## config.mk

```make
export PLATFORM = sky130hd
export DESIGN_NAME = rgb_fade_sequencer
export DESIGN_NICKNAME = d
export VERILOG_FILES = /design/src/rtl/core/rfs_pkg.sv /design/src/rtl/core/rfs_ctrl.sv /design/src/rtl/core/rfs_blend.sv /design/src/rtl/core/rgb_fade_sequencer.sv
export SDC_FILE = /design/constraint.sdc
export NUM_CORES = 2
export LEC_CHECK = 0
export ABC_AREA = 0
export BUFFER_PORTS_ARGS = -buffer_cell sky130_fd_sc_hd__buf_2
export CORE_ASPECT_RATIO = 1.5
export CORE_MARGIN = 5
export CORE_UTILIZATION = 42
export DETAILED_ROUTE_END_ITERATION = 10
export GPL_TIMING_DRIVEN = 0
export PLACE_DENSITY = 0.54
export RECOVER_POWER = 25
export SYNTH_ARGS = -nofsm -noshare
export SYNTH_HDL_FRONTEND = slang
export SYNTH_SLANG_ARGS = --single-unit
```

## constraint.sdc

```tcl
create_clock -name aclk -period 11.8 [get_ports aclk]
set_clock_uncertainty 0.05 [all_clocks]
set_input_delay 2.36 -clock aclk [delete_from_list [all_inputs] [get_ports aclk]]
set_output_delay 2.36 -clock aclk [all_outputs]
set_load 0.02 [all_outputs]
```

## src/rtl/core/rfs_pkg.sv

```systemverilog
// ----------------------------------------------------------------------------
// rfs_pkg
// Shared types and constants of the rgb fade sequencer.
// ----------------------------------------------------------------------------
`default_nettype none

package rfs_pkg;

    typedef logic [7:0]  level_t;
    typedef logic [6:0]  pos_t;
    typedef logic [15:0] interval_t;
    typedef logic [31:0] time_t;

    localparam pos_t      POS_FULL       = 7'd100;
    localparam pos_t      ROUND_UP       = 7'd99;
    localparam int        RECIP_SHIFT    = 19;
    localparam logic [12:0] RECIP_MUL    = 13'd5243;
    localparam interval_t INTERVAL_RESET = 16'd10;

    localparam int        CFG_INDEX_W    = 3;
    localparam int        CFG_DATA_W     = 16;

    typedef enum logic [1:0] {
        FUNC_UPDATE    = 2'd0,
        FUNC_TURN_ON   = 2'd1,
        FUNC_TURN_OFF  = 2'd2,
        FUNC_FORCE_OFF = 2'd3
    } func_t;

    typedef enum logic [CFG_INDEX_W-1:0] {
        CFG_RED_START     = 3'd0,
        CFG_RED_END       = 3'd1,
        CFG_GREEN_START   = 3'd2,
        CFG_GREEN_END     = 3'd3,
        CFG_BLUE_START    = 3'd4,
        CFG_BLUE_END      = 3'd5,
        CFG_STEP_INTERVAL = 3'd6
    } cfg_idx_t;

    typedef struct packed {
        logic [1:0] func;
        time_t      now_ms;
    } in_t;

    typedef struct packed {
        logic   pixel_write;
        level_t red;
        level_t green;
        level_t blue;
        logic   fading_up;
        logic   fading_down;
        logic   reached_on;
        logic   reached_off;
        pos_t   fade_position;
    } out_t;

    typedef struct packed {
        logic pixel_write;
        logic fading_up;
        logic fading_down;
        logic reached_on;
        logic reached_off;
        pos_t fade_position;
    } status_t;

    typedef struct packed {
        logic    colour_en;
        pos_t    pos;
        status_t status;
    } ctrl_t;

endpackage

`default_nettype wire

```

## src/rtl/core/rfs_ctrl.sv

```systemverilog
// ----------------------------------------------------------------------------
// rfs_ctrl
// Fade state, command decode and step timing for one request.
// ----------------------------------------------------------------------------
`default_nettype none

module rfs_ctrl (
    input  wire logic               aclk,
    input  wire logic               aresetn,
    input  wire logic               accept,
    input  wire rfs_pkg::in_t       in_data,
    input  wire rfs_pkg::interval_t step_interval,
    output rfs_pkg::ctrl_t          ctrl
);
    import rfs_pkg::*;

    pos_t  step_reg, step_next;
    logic  up_reg, up_next;
    logic  dn_reg, dn_next;
    logic  on_reg, on_next;
    logic  off_reg, off_next;
    time_t last_reg, last_next;
    time_t elapsed;
    logic  due;
    logic  wr;
    logic  colour_en;

    assign elapsed = in_data.now_ms - last_reg;
    assign due     = elapsed >= {16'd0, step_interval};

    always_comb begin
        step_next = step_reg;
        up_next   = up_reg;
        dn_next   = dn_reg;
        on_next   = on_reg;
        off_next  = off_reg;
        last_next = last_reg;
        wr        = 1'b0;
        colour_en = 1'b0;
        unique case (func_t'(in_data.func))
            FUNC_TURN_ON: begin
                up_next = 1'b1;
                dn_next = 1'b0;
            end
            FUNC_TURN_OFF: begin
                up_next = 1'b0;
                dn_next = 1'b1;
            end
            FUNC_FORCE_OFF: begin
                up_next = 1'b0;
                dn_next = 1'b1;
                wr      = 1'b1;
            end
            default: begin
                if (up_reg && step_reg == POS_FULL) begin
                    on_next = 1'b1;
                    up_next = 1'b0;
                end
                if (dn_reg && step_reg == 7'd0) begin
                    dn_next  = 1'b0;
                    off_next = 1'b1;
                    wr       = 1'b1;
                end
                if ((up_next || dn_next) && due) begin
                    colour_en = 1'b1;
                    wr        = 1'b1;
                    last_next = in_data.now_ms;
                    step_next = up_next ? step_reg + 7'd1 : step_reg - 7'd1;
                end
            end
        endcase
    end

    always_comb begin
        ctrl.colour_en                = colour_en;
        ctrl.pos                      = (step_reg > POS_FULL) ? POS_FULL : step_reg;
        ctrl.status.pixel_write       = wr;
        ctrl.status.fading_up         = up_next;
        ctrl.status.fading_down       = dn_next;
        ctrl.status.reached_on        = on_next;
        ctrl.status.reached_off       = off_next;
        ctrl.status.fade_position     = step_next;
    end

    always_ff @(posedge aclk) begin
        if (!aresetn) begin
            step_reg <= '0;
            up_reg   <= 1'b0;
            dn_reg   <= 1'b0;
            on_reg   <= 1'b0;
            off_reg  <= 1'b1;
            last_reg <= '0;
        end else if (accept) begin
            step_reg <= step_next;
            up_reg   <= up_next;
            dn_reg   <= dn_next;
            on_reg   <= on_next;
            off_reg  <= off_next;
            last_reg <= last_next;
        end
    end

    a_step_range: assert property (@(posedge aclk) disable iff (!aresetn)
        step_reg <= POS_FULL)
        else $error("fade position out of range");

    a_one_direction: assert property (@(posedge aclk) disable iff (!aresetn)
        !(up_reg && dn_reg))
        else $error("fade up and fade down both active");

    a_on_sticky: assert property (@(posedge aclk) disable iff (!aresetn)
        on_reg |=> on_reg)
        else $error("reached-on flag cleared");

endmodule

`default_nettype wire

```

## src/rtl/core/rfs_blend.sv

```systemverilog
// ----------------------------------------------------------------------------
// rfs_blend
// Two-stage channel blend, start + (end - start) * pos / 100, zero if !colour_en.
// ----------------------------------------------------------------------------
`default_nettype none

module rfs_blend (
    input  wire logic            aclk,
    input  wire logic            en,
    input  wire rfs_pkg::level_t level_start,
    input  wire rfs_pkg::level_t level_end,
    input  wire rfs_pkg::pos_t   pos,
    input  wire logic            colour_en,
    output rfs_pkg::level_t      level
);
    import rfs_pkg::*;

    localparam int PROD_W  = 15;
    localparam int SCALE_W = PROD_W + 13;

    logic                neg;
    level_t              diff;
    logic [PROD_W-1:0]   prod;
    logic [PROD_W-1:0]   x_next, x_reg;
    logic                neg_reg;
    level_t              start_reg;
    logic                colour_en_reg;
    logic [SCALE_W-1:0]  scaled;
    level_t              quot;
    level_t              level_next, level_reg;

    // downward blends round the step up so the result is a true floor
    assign neg    = level_end < level_start;
    assign diff   = neg ? level_start - level_end : level_end - level_start;
    assign prod   = PROD_W'(diff) * PROD_W'(pos);
    assign x_next = prod + (neg ? PROD_W'(ROUND_UP) : PROD_W'(0));

    always_ff @(posedge aclk) begin
        if (en) begin
            x_reg         <= x_next;
            neg_reg       <= neg;
            start_reg     <= level_start;
            colour_en_reg <= colour_en;
        end
    end

    // divide by one hundred through the reciprocal
    assign scaled = SCALE_W'(x_reg) * SCALE_W'(RECIP_MUL);
    assign quot   = scaled[RECIP_SHIFT +: 8];

    always_comb begin
        if (!colour_en_reg) begin
            level_next = '0;
        end else if (neg_reg) begin
            level_next = start_reg - quot;
        end else begin
            level_next = start_reg + quot;
        end
    end

    always_ff @(posedge aclk) begin
        if (en) begin
            level_reg <= level_next;
        end
    end

    assign level = level_reg;

endmodule

`default_nettype wire

```

## src/rtl/core/rgb_fade_sequencer.sv

```systemverilog
// ----------------------------------------------------------------------------
// rgb_fade_sequencer
// Linear RGB colour fade of one pixel over one hundred timed steps.
// ----------------------------------------------------------------------------
// pipeline: two register stages, a request is held in the stage register and then
// in the result register
// throughput: one request per cycle unless halted, set by the state update
// the pipeline halts only while the result register is full and not taken
// reset (synchronous, active low): fade state cleared, reached-off set,
// colour start and end registers zero, step interval ten, pipeline empty, no request taken
`default_nettype none

module rgb_fade_sequencer (
    input  wire logic                                aclk,
    input  wire logic                                aresetn,
    input  wire logic                                s_valid,
    output logic                                     s_ready,
    input  wire rfs_pkg::in_t                        s_data,
    output logic                                     m_valid,
    input  wire logic                                m_ready,
    output rfs_pkg::out_t                            m_data,
    input  wire logic                                cfg_valid,
    output logic                                     cfg_ready,
    input  wire logic [rfs_pkg::CFG_INDEX_W-1:0]     cfg_index,
    input  wire logic [rfs_pkg::CFG_DATA_W-1:0]      cfg_data
);
    import rfs_pkg::*;

    level_t    red_start_reg, red_end_reg;
    level_t    green_start_reg, green_end_reg;
    level_t    blue_start_reg, blue_end_reg;
    interval_t interval_reg;

    logic      adv;
    logic      accept;
    ctrl_t     ctrl;
    logic      v1_reg;
    logic      m_valid_reg;
    status_t   status1_reg, status2_reg;
    level_t    red, green, blue;

    assign cfg_ready = aresetn;
    assign adv       = !m_valid_reg || m_ready;
    assign s_ready   = adv && aresetn;
    assign accept    = s_valid && s_ready;

    always_ff @(posedge aclk) begin
        if (!aresetn) begin
            red_start_reg   <= '0;
            red_end_reg     <= '0;
            green_start_reg <= '0;
            green_end_reg   <= '0;
            blue_start_reg  <= '0;
            blue_end_reg    <= '0;
            interval_reg    <= INTERVAL_RESET;
        end else if (cfg_valid && cfg_ready) begin
            unique case (cfg_idx_t'(cfg_index))
                CFG_RED_START:     red_start_reg   <= cfg_data[7:0];
                CFG_RED_END:       red_end_reg     <= cfg_data[7:0];
                CFG_GREEN_START:   green_start_reg <= cfg_data[7:0];
                CFG_GREEN_END:     green_end_reg   <= cfg_data[7:0];
                CFG_BLUE_START:    blue_start_reg  <= cfg_data[7:0];
                CFG_BLUE_END:      blue_end_reg    <= cfg_data[7:0];
                CFG_STEP_INTERVAL: interval_reg    <= cfg_data;
                default: ;
            endcase
        end
    end

    rfs_ctrl u_ctrl (
        .aclk          (aclk),
        .aresetn       (aresetn),
        .accept        (accept),
        .in_data       (s_data),
        .step_interval (interval_reg),
        .ctrl          (ctrl)
    );

    rfs_blend u_blend_red (
        .aclk        (aclk),
        .en          (adv),
        .level_start (red_start_reg),
        .level_end   (red_end_reg),
        .pos         (ctrl.pos),
        .colour_en   (ctrl.colour_en),
        .level       (red)
    );

    rfs_blend u_blend_green (
        .aclk        (aclk),
        .en          (adv),
        .level_start (green_start_reg),
        .level_end   (green_end_reg),
        .pos         (ctrl.pos),
        .colour_en   (ctrl.colour_en),
        .level       (green)
    );

    rfs_blend u_blend_blue (
        .aclk        (aclk),
        .en          (adv),
        .level_start (blue_start_reg),
        .level_end   (blue_end_reg),
        .pos         (ctrl.pos),
        .colour_en   (ctrl.colour_en),
        .level       (blue)
    );

    always_ff @(posedge aclk) begin
        if (!aresetn) begin
            v1_reg      <= 1'b0;
            m_valid_reg <= 1'b0;
        end else if (adv) begin
            v1_reg      <= accept;
            m_valid_reg <= v1_reg;
        end
    end

    always_ff @(posedge aclk) begin
        if (adv) begin
            status1_reg <= ctrl.status;
            status2_reg <= status1_reg;
        end
    end

    assign m_valid = m_valid_reg;

    always_comb begin
        m_data.pixel_write   = status2_reg.pixel_write;
        m_data.red           = red;
        m_data.green         = green;
        m_data.blue          = blue;
        m_data.fading_up     = status2_reg.fading_up;
        m_data.fading_down   = status2_reg.fading_down;
        m_data.reached_on    = status2_reg.reached_on;
        m_data.reached_off   = status2_reg.reached_off;
        m_data.fade_position = status2_reg.fade_position;
    end

    a_black_without_write: assert property (@(posedge aclk) disable iff (!aresetn)
        (m_valid && !m_data.pixel_write) |->
            (m_data.red == 8'd0 && m_data.green == 8'd0 && m_data.blue == 8'd0))
        else $error("colour present on a result without pixel write");

    a_result_from_stage: assert property (@(posedge aclk) disable iff (!aresetn)
        $rose(m_valid_reg) |-> $past(v1_reg))
        else $error("result valid without a request in flight");

    a_stage_holds: assert property (@(posedge aclk) disable iff (!aresetn)
        (v1_reg && !adv) |=> v1_reg)
        else $error("request lost in a stalled pipeline");

endmodule

`default_nettype wire
```

## After elaboration in Yosys (flattened, before gate mapping)

Index checks and enable logic that the tools add are counted.
Widths: inputs -> output; s select.

- Register bits: 230
- Logic and storage cells: 129

- Add/subtract/negate cells: 18
- Order comparisons: 5
- Reduce and logical (&&, ||, !) cells: 22
- Multipliers: 6
- Equality and inequality tests: 10
- Bitwise gates (word level): 1
- Mux-type cells: 27

Operators by type and width:

| operator | count |
|---|---|
| $mul 15x13->27 const B | 3 |
| $sub 8x8->8 | 9 |
| $mux 7 | 7 |
| $mux 8 | 6 |
| $add 15x15->15 | 3 |
| $mul 8x7->15 | 3 |
| $ge 32x16->1 | 1 |
| $sub 32x32->32 | 1 |
| $add 8x8->8 | 3 |
| $lt 8x8->1 | 3 |
| $reduce_and 2->1 | 7 |
| $mux 1 | 11 |
| $eq 3x3->1 const B | 3 |
| $add 7x1->7 const B | 1 |
| $eq 7x7->1 const B | 1 |
| $gt 7x7->1 const B | 1 |
| $logic_not 7->1 | 1 |
| $sub 7x1->7 const B | 1 |
| $eq 3x2->1 const B | 2 |
| $logic_and 1x1->1 | 6 |
| $pmux 1 s2 | 3 |
| $eq 2x2->1 const B | 2 |
| $reduce_or 2->1 | 2 |
| $eq 3x1->1 const B | 1 |
| other kinds (7) | 8 |

## Logic depth before layout (Yosys ltp)

- Depth after elaboration: 8
- Gate-level depth with buffers: 34
- Gate-level depth less buffers: 32

## Hierarchy

A second synthesis with hierarchy kept.

- Cells, all modules: 3371
- Area, all modules: 31262.5 µm²

By module, submodules not included:

| module | area an instance (µm²) | seq. area each (µm²) | cells each | instances |
|---|---|---|---|---|
| rfs_blend (u_blend_blue) | 7887.6 | 991.0 | 821 | 1 |
| rfs_blend (u_blend_green) | 7732.4 | 991.0 | 800 | 1 |
| rfs_blend (u_blend_red) | 7628.6 | 991.0 | 780 | 1 |
| rfs_ctrl | 4698.3 | 860.8 | 636 | 1 |
| rgb_fade_sequencer | 3315.7 | 2042.0 | 334 | 1 |

## Worst setup path before layout

Ideal clock, no wire load.

- Path type: input -> output
- From: in m_ready
- To: out s_ready
- Data arrival time: 5.257 ns
- Stages on the path: 3
- Path slack: 4.133 ns
- Data required time: 9.390 ns
- Cell sequence: nor2b_1 inv_1 and2_1

- Cells in the longest elaborated chain, start to end: 2

RTL lines:

| what | RTL line | source |
|---|---|---|
| start: declaration | rgb_fade_sequencer.sv:20 | `input wire logic m_ready,` |
| $logic_or 1x1->1 | rgb_fade_sequencer.sv:43 | `assign adv = !m_valid_reg \|\| m_ready;` |
| $logic_and 1x1->1 | rgb_fade_sequencer.sv:44 | `assign s_ready = adv && aresetn;` |
| end: declaration | rgb_fade_sequencer.sv:17 | `output logic s_ready,` |

Every way passes these cells.

## Worst setup path after layout

- From: reg blue_start_reg[0]
- To: reg u_blend_blue.x_reg[14] (data pin)

- Cells in the longest elaborated chain, start to end: 4
- Elaborated cells between the ends (all ways): 7
- Those cells by class: add/sub: 3; mul: 1; order compare: 1; mux: 2

RTL lines:

| what | RTL line | source |
|---|---|---|
| start: declaration | rgb_fade_sequencer.sv:31 | `level_t blue_start_reg, blue_end_reg;` |
| start signal: assignment | rgb_fade_sequencer.sv:62 | `CFG_BLUE_START: blue_start_reg <= cfg_data[7:0];` |
| $lt 8x8->1 (*) | rfs_blend.sv:33 | `assign neg = level_end < level_start;` |
| net u_blend_blue.neg | rfs_blend.sv:21 | `logic neg;` |
| $mux 8 | rfs_blend.sv:34 | `assign diff = neg ? level_start - level_end : level_end - level_start;` |
| $mul 8x7->15 | rfs_blend.sv:35 | `assign prod = PROD_W'(diff) * PROD_W'(pos);` |
| $add 15x15->15 (*) | rfs_blend.sv:36 | `assign x_next = prod + (neg ? PROD_W'(ROUND_UP) : PROD_W'(0));` |
| net u_blend_blue.x_next[14] | rfs_blend.sv:24 | `logic [PROD_W-1:0] x_next, x_reg;` |
| end signal: assignment | rfs_blend.sv:40 | `x_reg <= x_next;` |
| end: declaration | rfs_blend.sv:24 |  |

Mark *: on every way through the listed nets, which the timed path passes. The rest lies on a longest branch.
A chain may end at the register's enable or synchronous reset.

==> Flow_metrics.wiki <==
{| class="wikitable"
! Metric !! Value
|-
| Required time of the worst setup path || 12.08 ns
|-
| Instance count of the mapped netlist || 3,123
|-
| Final period util || 0.698
|-
| Yosys warning total || 0
|-
| Synthesis-to-layout area growth || 8.47%
|-
| Count of input and output buffers || 95
|-
| Max reg flops || 32
|-
| Setup bufs post-CTS || 0
|-
| Leakage power total || 0.0166 uW
|-
| DR pass1 iterations || 5
|-
| Setup TNS || 0 ns
|-
| Floorplan die width || 227 um
|-
| Deepest clock path buffer count || 3
|-
| Type of the setup path with the least slack || flip-flop to flip-flop
|-
| Type of the worst min-delay path || flip-flop to flip-flop
|-
| Setup repair after global routing missed its margin || false
|-
| Vias per cell || 4.94
|-
| Clock edge transition at the registers on the reported setup and hold paths || 0.07 ns
|-
| Routability Congestion || 0.887
|-
| Worst Hold Slack || 0.364 ns
|-
| Pin count of the biggest net entering global routing || 89
|-
| Fraction of final layout cells sized beyond drive strength 1 || 0.0542
|-
| Post-layout min period || 8.24 ns
|-
| Wirelength per Cell || 16.1 um
|-
| Number of buffers added to fix hold violations after cts || 0
|-
| Number of filler cells placed in the layout || 6,896
|-
| Power per cell area || 99.6 nW/um^2
|-
| Remaining DRCs || 0
|-
| Sequential share of the synthesized area || 0.196
|-
| Clock sinks || 230
|-
| Data arrival time of the critical path || 8.52 ns
|-
| Synth cell types || 74
|-
| Area occupied by multi-input gates || 21,000 sq um
|-
| Most used flip-flop cell after synthesis || edfxtp_1
|-
| Crit path capture type || flip-flop
|-
| Total Die Area || 76,300 sq um
|-
| Number of nets in the finished design || 4,147
|-
| Placement row count || 119
|-
| Overall die height || 336 um
|-
| Num CTS Buffers || 25
|-
| Max_cap viols || 2
|-
| Post-synth net total || 4,024
|-
| Starting density of the core || 0.423
|-
| Total of flip-flops plus latches after synthesis || 230
|-
| Total wire length after detailed routing || 67.2 mm
|-
| Skew-Pair Late Insertion Delay || 0.58 ns
|-
| CTS H-Tree Depth || 1
|-
| Clock tree root buffer cell || clkbuf_16
|-
| Critical-path top delay cell || clkbuf_1
|-
| Result of the run || complete, but fails checks
|-
| Worst-path maximum fanout || 12
|-
| Peak Freq || 121 MHz
|-
| Wire length of the first global-routing pass || 110 mm
|-
| Aggregate global routing overflow || 0
|-
| Async SR Flop Fraction || 0
|-
| Iter 0 DRT Violations || 551
|-
| Total area of sequential cells || 5820 sq um
|-
| Core area || 70,300 sq um
|-
| Global-route total usage across every layer || 0.179
|-
| Residual antenna-violating net count after detailed routing || 0
|-
| Synthesized cell area || 29,700 sq um
|-
| Pins Over Slew Limit || 126
|-
| Violations in the final reports || max-capacitance violations, max-slew violations
|-
| Final number of hold-violating endpoints || 0
|-
| Vias in the first global route || 22,100
|-
| Most frequent cell on the critical path || a21o_1
|-
| Placed wire-length estimate after detailed placement || 58.7 mm
|-
| Number of gates resized after cts || 0
|-
| Number of top-level pins || 97
|-
| Via count of the routed design || 20,600
|-
| Worst-case headroom to the max-slew limit || -2.21
|-
| Antenna violations before repair || 5
|-
| CTS tree || yes
|-
| EDFF count, synth || 121
|-
| Startpoint Class || flip-flop
|-
| Largest incremental delay on the critical path || 0.66 ns
|-
| Least-Margin Pin Slew || 4.81 ns
|-
| Synthesized area divided by synthesized cell count || 9.52 sq um
|-
| IR drop worst, VDD || 0.000106 V
|-
| Final setup vio count || 0
|}
kinds of logic after synthesis:
| kind of cell | synth area share |
|---|---|
| buffers and inverters | 0.0983 |
| flip-flops | 0.196 |
| adder cells (fa/ha/maj) | 0.434 |
| multiplexers | 0.0393 |
| AND/OR/NAND/NOR | 0.101 |
| AO/OA/AOI/OAI | 0.0839 |
| XOR/XNOR | 0.0476 |
placed cells by master, fill, tap and decap left out, types with 9 or more instances in the layout:
master,Yosys,layout
nand2b_1,25,25
nor4_1,9,9
a21oi_1,114,114
nor2b_1,63,63
a211oi_1,11,11
xnor2_1,104,104
clkbuf_16,0,28
and3_1,9,9
a21boi_0,19,19
and2_1,55,55
o21a_1,20,20
dfxtp_1,109,109
nand2_1,229,229
inv_1,705,704
buf_2,5,98
o211ai_1,11,11
nor2_1,133,133
edfxtp_1,121,121
fa_1,314,314
xor2_1,54,54
a21o_1,55,55
ha_1,529,529
o21ai_0,53,53
o2111ai_1,9,9
nand3_1,28,28
a31oi_1,18,18
or3_1,11,11
nand4_1,16,16
clkbuf_1,43,50
mux2i_1,110,110
o21bai_1,20,20
nor3_1,29,29
layout make-up:
type,instances,area share
Inverter,705,0.0821
Sequential cell,230,0.180
Buffer,60,0.00834
Timing Repair Buffer,96,0.0148
Clock buffer,32,0.0225
Clock inverter,14,0.00551
Antenna cell,4,0.000310
Multi-Input combinational cell,2128,0.651
Tap cell,907,0.0352
cell usage after synthesis (7+ instances only):
library cell  number  area share
or3_1             11      0.0023
a21oi_1          114       0.019
nor2_1           133       0.017
a31oi_1           18      0.0038
ha_1             529        0.22
and2_1            55       0.012
a211oi_1          11      0.0028
o211ai_1          11      0.0028
o2111ai_1          9      0.0027
o21bai_1          20      0.0050
fa_1             314        0.21
nor3_1            29      0.0049
or2_2              7      0.0015
nor2b_1           63       0.013
xnor2_1          104       0.031
and3_1             9      0.0019
o21ai_0           53      0.0089
nor4_1             9      0.0019
o21a_1            20      0.0050
nand2b_1          25      0.0053
xor2_1            54       0.016
nand3_1           28      0.0047
nand4_1           16      0.0034
edfxtp_1         121        0.12
nand2_1          229       0.029
inv_1            705       0.089
mux2i_1          110       0.037
dfxtp_1          109       0.073
clkbuf_1          43      0.0054
a21boi_0          19      0.0048
a21o_1            55       0.014
stage by stage:
step | setup WS, ns | utilization | std cells | cell area, sq um | power, uW
after floorplan | 4.13 | - | 3123 | 29700 | 2030
after global placement | 2.92 | 0.446 | 4125 | 31300 | 2350
after detailed placement | 3.46 | 0.447 | 4126 | 31400 | 2400
after CTS | 3.98 | 0.459 | 4172 | 32300 | 3280
after global routing | 3.08 | 0.459 | 4173 | 32200 | 3540
final | 3.56 | 0.459 | 4176 | 32300 | 3210
final timing paths:
kind	slack (ns)	cells past startpoint	startpoint	end
setup / recovery	3.56	33	blue_start_reg[0]	u_blend_blue.x_reg[14]
hold / removal	0.36	0	status1_reg[11]	m_data[35]
setup reg to reg	3.56	33	blue_start_reg[0]	u_blend_blue.x_reg[14]
hold reg to reg	0.36	0	status1_reg[11]	m_data[35]
critical path: cells and delay by family (launching register included):
| family | cells | cell delay, ns |
|---|---|---|
| adder cells (fa/ha/maj) | 7 | 2.91 |
| AO/OA/AOI/OAI | 12 | 2.28 |
| buffers and inverters | 7 | 1.05 |
| AND/OR/NAND/NOR | 4 | 0.62 |
| flip-flops | 1 | 0.44 |
| XOR/XNOR | 2 | 0.37 |
| multiplexers | 1 | 0.28 |
layer usage:
layer	up-vias	global-route usage	part of all wire
li1	10400	-	-
met1	9866	0.198	0.39
met5	-	0	0.00016
met3	126	0.0167	0.024
met2	275	0.340	0.53
met4	2	0.0825	0.055
power by group:
group	total (uW)	internal [uW]	leakage [uW]	switching (uW)
sequential	928	887	0.00230	41.0
clock	863	507	0.000449	356
combinational	1420	593	0.0139	829
Power figures use the tool's default switching activity.
